$ cat src/hw/rtl/backing_store_map_table_core_macros.svh
// assertion helpers for the backing store map table
`ifndef BACKING_STORE_MAP_TABLE_CORE_MACROS_SVH
`define BACKING_STORE_MAP_TABLE_CORE_MACROS_SVH

`ifndef SYNTHESIS

// checked on every clock edge outside reset
`define BSMT_ASSERT(lbl, prop) \
  lbl: assert property (@(posedge clk_i) disable iff (!rst_ni) prop) \
    else $error("bsmt assertion failed");

// checked on every clock edge, reset included
`define BSMT_ASSERT_ALWAYS(lbl, prop) \
  lbl: assert property (@(posedge clk_i) prop) \
    else $error("bsmt assertion failed");

`else

`define BSMT_ASSERT(lbl, prop)
`define BSMT_ASSERT_ALWAYS(lbl, prop)

`endif

`endif

$ cat src/hw/rtl/bsmt_ram.sv
module bsmt_ram #(
  parameter int unsigned Width = 8,
  parameter int unsigned Depth = 16
) (
  input  logic                                     clk_i,
  input  logic                                     we_i,
  input  logic [((Depth > 1) ? $clog2(Depth) : 1)-1:0] waddr_i,
  input  logic [Width-1:0]                         wdata_i,
  input  logic [((Depth > 1) ? $clog2(Depth) : 1)-1:0] raddr_i,
  output logic [Width-1:0]                         rdata_o
);

  logic [Width-1:0] mem_q [Depth];
  logic [Width-1:0] rdata_q;

  always_ff @(posedge clk_i) begin
    if (we_i) begin
      mem_q[waddr_i] <= wdata_i;
    end
    rdata_q <= mem_q[raddr_i];
  end

  assign rdata_o = rdata_q;

endmodule

$ cat config.mk
export PLATFORM = sky130hd
export DESIGN_NAME = bsmt_ram
export DESIGN_NICKNAME = d
export VERILOG_FILES = /design/src/hw/rtl/backing_store_map_table_core_macros.svh /design/src/hw/rtl/bsmt_ram.sv
export SDC_FILE = /design/constraint.sdc
export NUM_CORES = 1
export LEC_CHECK = 0
export BUFFER_PORTS_ARGS = -buffer_cell sky130_fd_sc_hd__buf_2
export CAP_MARGIN = 20
export CORE_MARGIN = 2
export CORE_UTILIZATION = 60
export DETAILED_ROUTE_END_ITERATION = 10
export MAX_ROUTING_LAYER = met4
export PLACE_DENSITY = 0.78
export SLEW_MARGIN = 15
export SYNTH_ARGS = -nofsm -noshare
export SYNTH_HDL_FRONTEND = slang
export SYNTH_SLANG_ARGS = --single-unit
$ cat constraint.sdc
create_clock -name clk_i -period 2.3 [get_ports clk_i]
set_input_delay 0.345 -clock clk_i [delete_from_list [all_inputs] [get_ports clk_i]]
set_output_delay 0.345 -clock clk_i [all_outputs]
set_load 0.01 [all_outputs]
==> results summary <==
The H-tree was split into 4 levels. The vertical die dimension is 96.6 µm. Clock-pin slew was measured on the worst setup and hold paths at 0.06 ns.

The wire-length estimate of the detail-placed layout is 6070 µm. The region available for standard cell placement spans 0.00826 mm². The global-route met2 utilization came out at between 30% and 40%. The placed cell count came out at between 300 and 400. The first routing iteration left 315 violations. The pin count of the biggest net entering global routing came out at 33.

The average cell area after synthesis came out at approximately 22 µm². Across the routed clock network, the largest skew measured is between 0.006 and 0.007 ns. The number of placement rows is 33. The aggregate routed wire length came out at about 10000 µm. The number of sinks on the clock net came out at 136. In this run the worst path has a maximum fanout of 1.

The number of buffers and inverters on the critical path is 1. Sequential cells were found to cover 77.8% of the synthesized design area. The number of antenna violations at the first check in global routing came out at 0.

Total power for the finished layout comes to ~5.7 mW. The worst vdd rail ir drop came out at 0.660 mV. Synthesis instantiated 19 different standard cells from the library. In this design, the stage delay of the slowest critical-path cell is 0.39 ns.

The routing layer with the top usage in global route is met2. The global-route wire length before repair came out at 15600 µm. The reported max-cap violation count came out at 0.

The number of failing hold endpoints at the final stage came out at 0. The average vias per placed instance came out at 6.43. In this run the critical register-to-register path is captured at rdata_o[6]$_DFF_P_. The max-slew violation total from the final report came out at 0. In this run the critical register-to-register path is launched from mem_q[11][6]$_DFFE_PP_. The number of antenna-violating nets in the routed design came out at 0. For this run the aggregate overflow at the end of global routing stands at 0. For met1 alone, demand over resource in global routing was around a third.

The post-synth net total is 247. The cell class contributing the biggest share of worst-path delay is flip-flops. The number of setup buffers added after CTS came out at 0. The number of global-route vias before repair is 2588. The floorplan die area came out at 0.00934 mm².

The average wire per cell in the routed design is 25.2 µm. The power density of the placed cells is 941 mW/mm². The path with the worst hold slack has its endpoint at mem_q[6][4]$_DFFE_PP_. Walking the worst path, the cells encountered are buf_2.

The number of antenna diodes in the final layout is 0. The met3 layer usage reported by global route came out at approximately 6.4%. For flop-to-flop paths, the worst setup slack is a little over 0.9 ns. The instance count of the mapped netlist came out at 229. For this run, design rule violations remaining after detail routing come to 0. The number of CTS-inserted buffers came out at 17. The actual slew at the worst max-slew pin came out at 0.740 ns.

The clock insertion delay at the later pin of the skew report is 0.52 ns. The worst hold path belongs to the class in -> reg. The count of warnings emitted by yosys came out at 0.

The post-cts sizing count is 0. The leakage power came out at 2.08 nW. Summing over every cut layer, the via total after detailed routing is 2580.

TritonCTS built the clock tree. Setup repair after global routing left no endpoint under its margin. The data arrival time of the worst path came out at 1.06 ns.

Once the floorplan was initialized, standard cells occupied a little over 60% of the core. The overall routing resource usage is about a quarter. The share of the core filled with cells is about three quarters. The final instance area came out at between 0.006 and 0.007 mm². For this run, the detailed router's first-pass iteration total came to 5. In this run the most critical hold path is launched from wdata_i[4].

The post-route worst setup slack came out at 0.892 ns. The final critical-path required period came out at roughly 1.4 ns. Of the cells placed in the final design, the portion with a size suffix greater than 1 is 32.1%.

Excluding fillers, the count of instances in the completed layout stands at 401. The largest buffer count on any clock path came out at 2. STA puts the critical path data required time at 1.96 ns.

The worst setup path is of the reg -> out kind. The overall die width is 96.6 µm. Counting instances, the worst hold path has a depth of 1. Headroom to the max-slew limit came out at 50.5%. The worst path uses 61.2% of the clock period. The post-layout net count came out at 302. The final count of negative-setup-slack endpoints came out at 0. The post-placement worst setup slack is about 0.48 ns.

STA classifies the critical path startpoint as a flip-flop. The largest individual stage delay along the critical path comes from the cell sky130_fd_sc_hd__dfxtp_1. The post-detailed-placement cell area came out at 0.00549 mm². STA classifies the critical path endpoint as an output pin. Port buffering added 25 buffers. Hold repair after CTS inserted 0 buffers. The number of flip-flops and latches in the synthesized netlist is 136.

The growth of design area from synthesis to finish came out at 18.2%. The clock tree root buffer cell is sky130_fd_sc_hd__clkbuf_8. The maximum clock rate is 710 MHz. The worst reg2reg path depth is 3. The flow ran to the end, and the final reports show no timing, DRC or antenna violations. The worst-case hold slack is about 0.21 ns. The global placement routability congestion came out at 0.814. The netlist area before placement is 0.00515 mm².

Adding up every negative setup slack in the final design gives 0 ns. The number of I/O pins is 26.
[cell families after synthesis]
family / Yosys count / share of synthesized area [%]
flops: 136 / 77.8
simple gates: 35 / 3.18
mux: 32 / 15.0
compound gates: 16 / 2.33
buf+inv: 10 / 1.68
[metal layers]
layer / vias to the layer above / wire (µm)
li1: 1087 / -
met1: 1345 / 4070
met2: 132 / 5090
met3: 16 / 789
met4: 0 / 168
met5: - / 0
[Yosys cell counts]
cell | count | share of area, %
sky130_fd_sc_hd__buf_4 | 1 | 0.15
sky130_fd_sc_hd__a22oi_1 | 16 | 2.3
sky130_fd_sc_hd__clkdlybuf4s25_2 | 3 | 0.58
sky130_fd_sc_hd__edfxtp_1 | 128 | 75
sky130_fd_sc_hd__nor2b_1 | 1 | 0.12
sky130_fd_sc_hd__dfxtp_1 | 8 | 3.1
sky130_fd_sc_hd__nor2_1 | 13 | 0.95
sky130_fd_sc_hd__buf_6 | 3 | 0.66
sky130_fd_sc_hd__or3b_2 | 1 | 0.17
sky130_fd_sc_hd__nand2b_1 | 2 | 0.24
sky130_fd_sc_hd__mux4_2 | 18 | 7.9
sky130_fd_sc_hd__and2_1 | 1 | 0.12
sky130_fd_sc_hd__nand3b_1 | 2 | 0.29
sky130_fd_sc_hd__nand3_1 | 1 | 0.097
sky130_fd_sc_hd__and2b_1 | 1 | 0.15
sky130_fd_sc_hd__nor3_1 | 4 | 0.39
sky130_fd_sc_hd__nand2_1 | 9 | 0.66
sky130_fd_sc_hd__buf_2 | 3 | 0.29
sky130_fd_sc_hd__mux4_1 | 14 | 7.1
[flip-flops by register name, summed over array words and instances, names as in the netlist]
register,count
rdata_o,8
mem_q,128
[placed cells by master, fill, tap and decap left out, types with 2 or more instances in the layout]
cell,count
sky130_fd_sc_hd__nand2_1,9
sky130_fd_sc_hd__clkinvlp_4,6
sky130_fd_sc_hd__mux4_2,18
sky130_fd_sc_hd__clkbuf_16,16
sky130_fd_sc_hd__dfxtp_1,8
sky130_fd_sc_hd__mux4_1,14
sky130_fd_sc_hd__nand2b_1,2
sky130_fd_sc_hd__nand3b_1,2
sky130_fd_sc_hd__buf_4,20
sky130_fd_sc_hd__buf_2,25
sky130_fd_sc_hd__edfxtp_1,128
sky130_fd_sc_hd__nor2_1,13
sky130_fd_sc_hd__bufinv_16,3
sky130_fd_sc_hd__a22oi_1,16
sky130_fd_sc_hd__nor3_1,4
sky130_fd_sc_hd__clkbuf_8,3
[power by group]
part	switching (mW)	leakage, nW	total [mW]	internal (mW)
sequential	0.0187	1.22	2.79	2.77
combinational	0.153	0.586	0.263	0.111
clock	0.967	0.272	2.67	1.70
total	1.14	2.08	5.72	4.58
[worst max-delay path by stage]
stage	startpoint	slack [ns]	to	depth (start not counted)
6_report	rdata_o[7]$_DFF_P_	0.89	rdata_o[7]	1
5_1_grt	mem_q[1][3]$_DFFE_PP_	0.86	rdata_o[3]$_DFF_P_	3
4_1_cts	rdata_o[7]$_DFF_P_	0.87	rdata_o[7]	1
3_5_place_dp	waddr_i[3]	0.48	mem_q[4][7]$_DFFE_PP_	4
3_3_place_gp	raddr_i[0]	0.51	rdata_o[3]$_DFF_P_	5
2_1_floorplan	waddr_i[2]	0.46	mem_q[0][0]$_DFFE_PP_	2
[layout make-up]
type	count	area, µm²
clock buffer	20	445
clock inverter	11	149
fill	447	2180
multi-input combinational	83	1060
sequential	136	4000
tap	105	131
timing repair buffer	46	295
(Power assumes the default switching activity.)
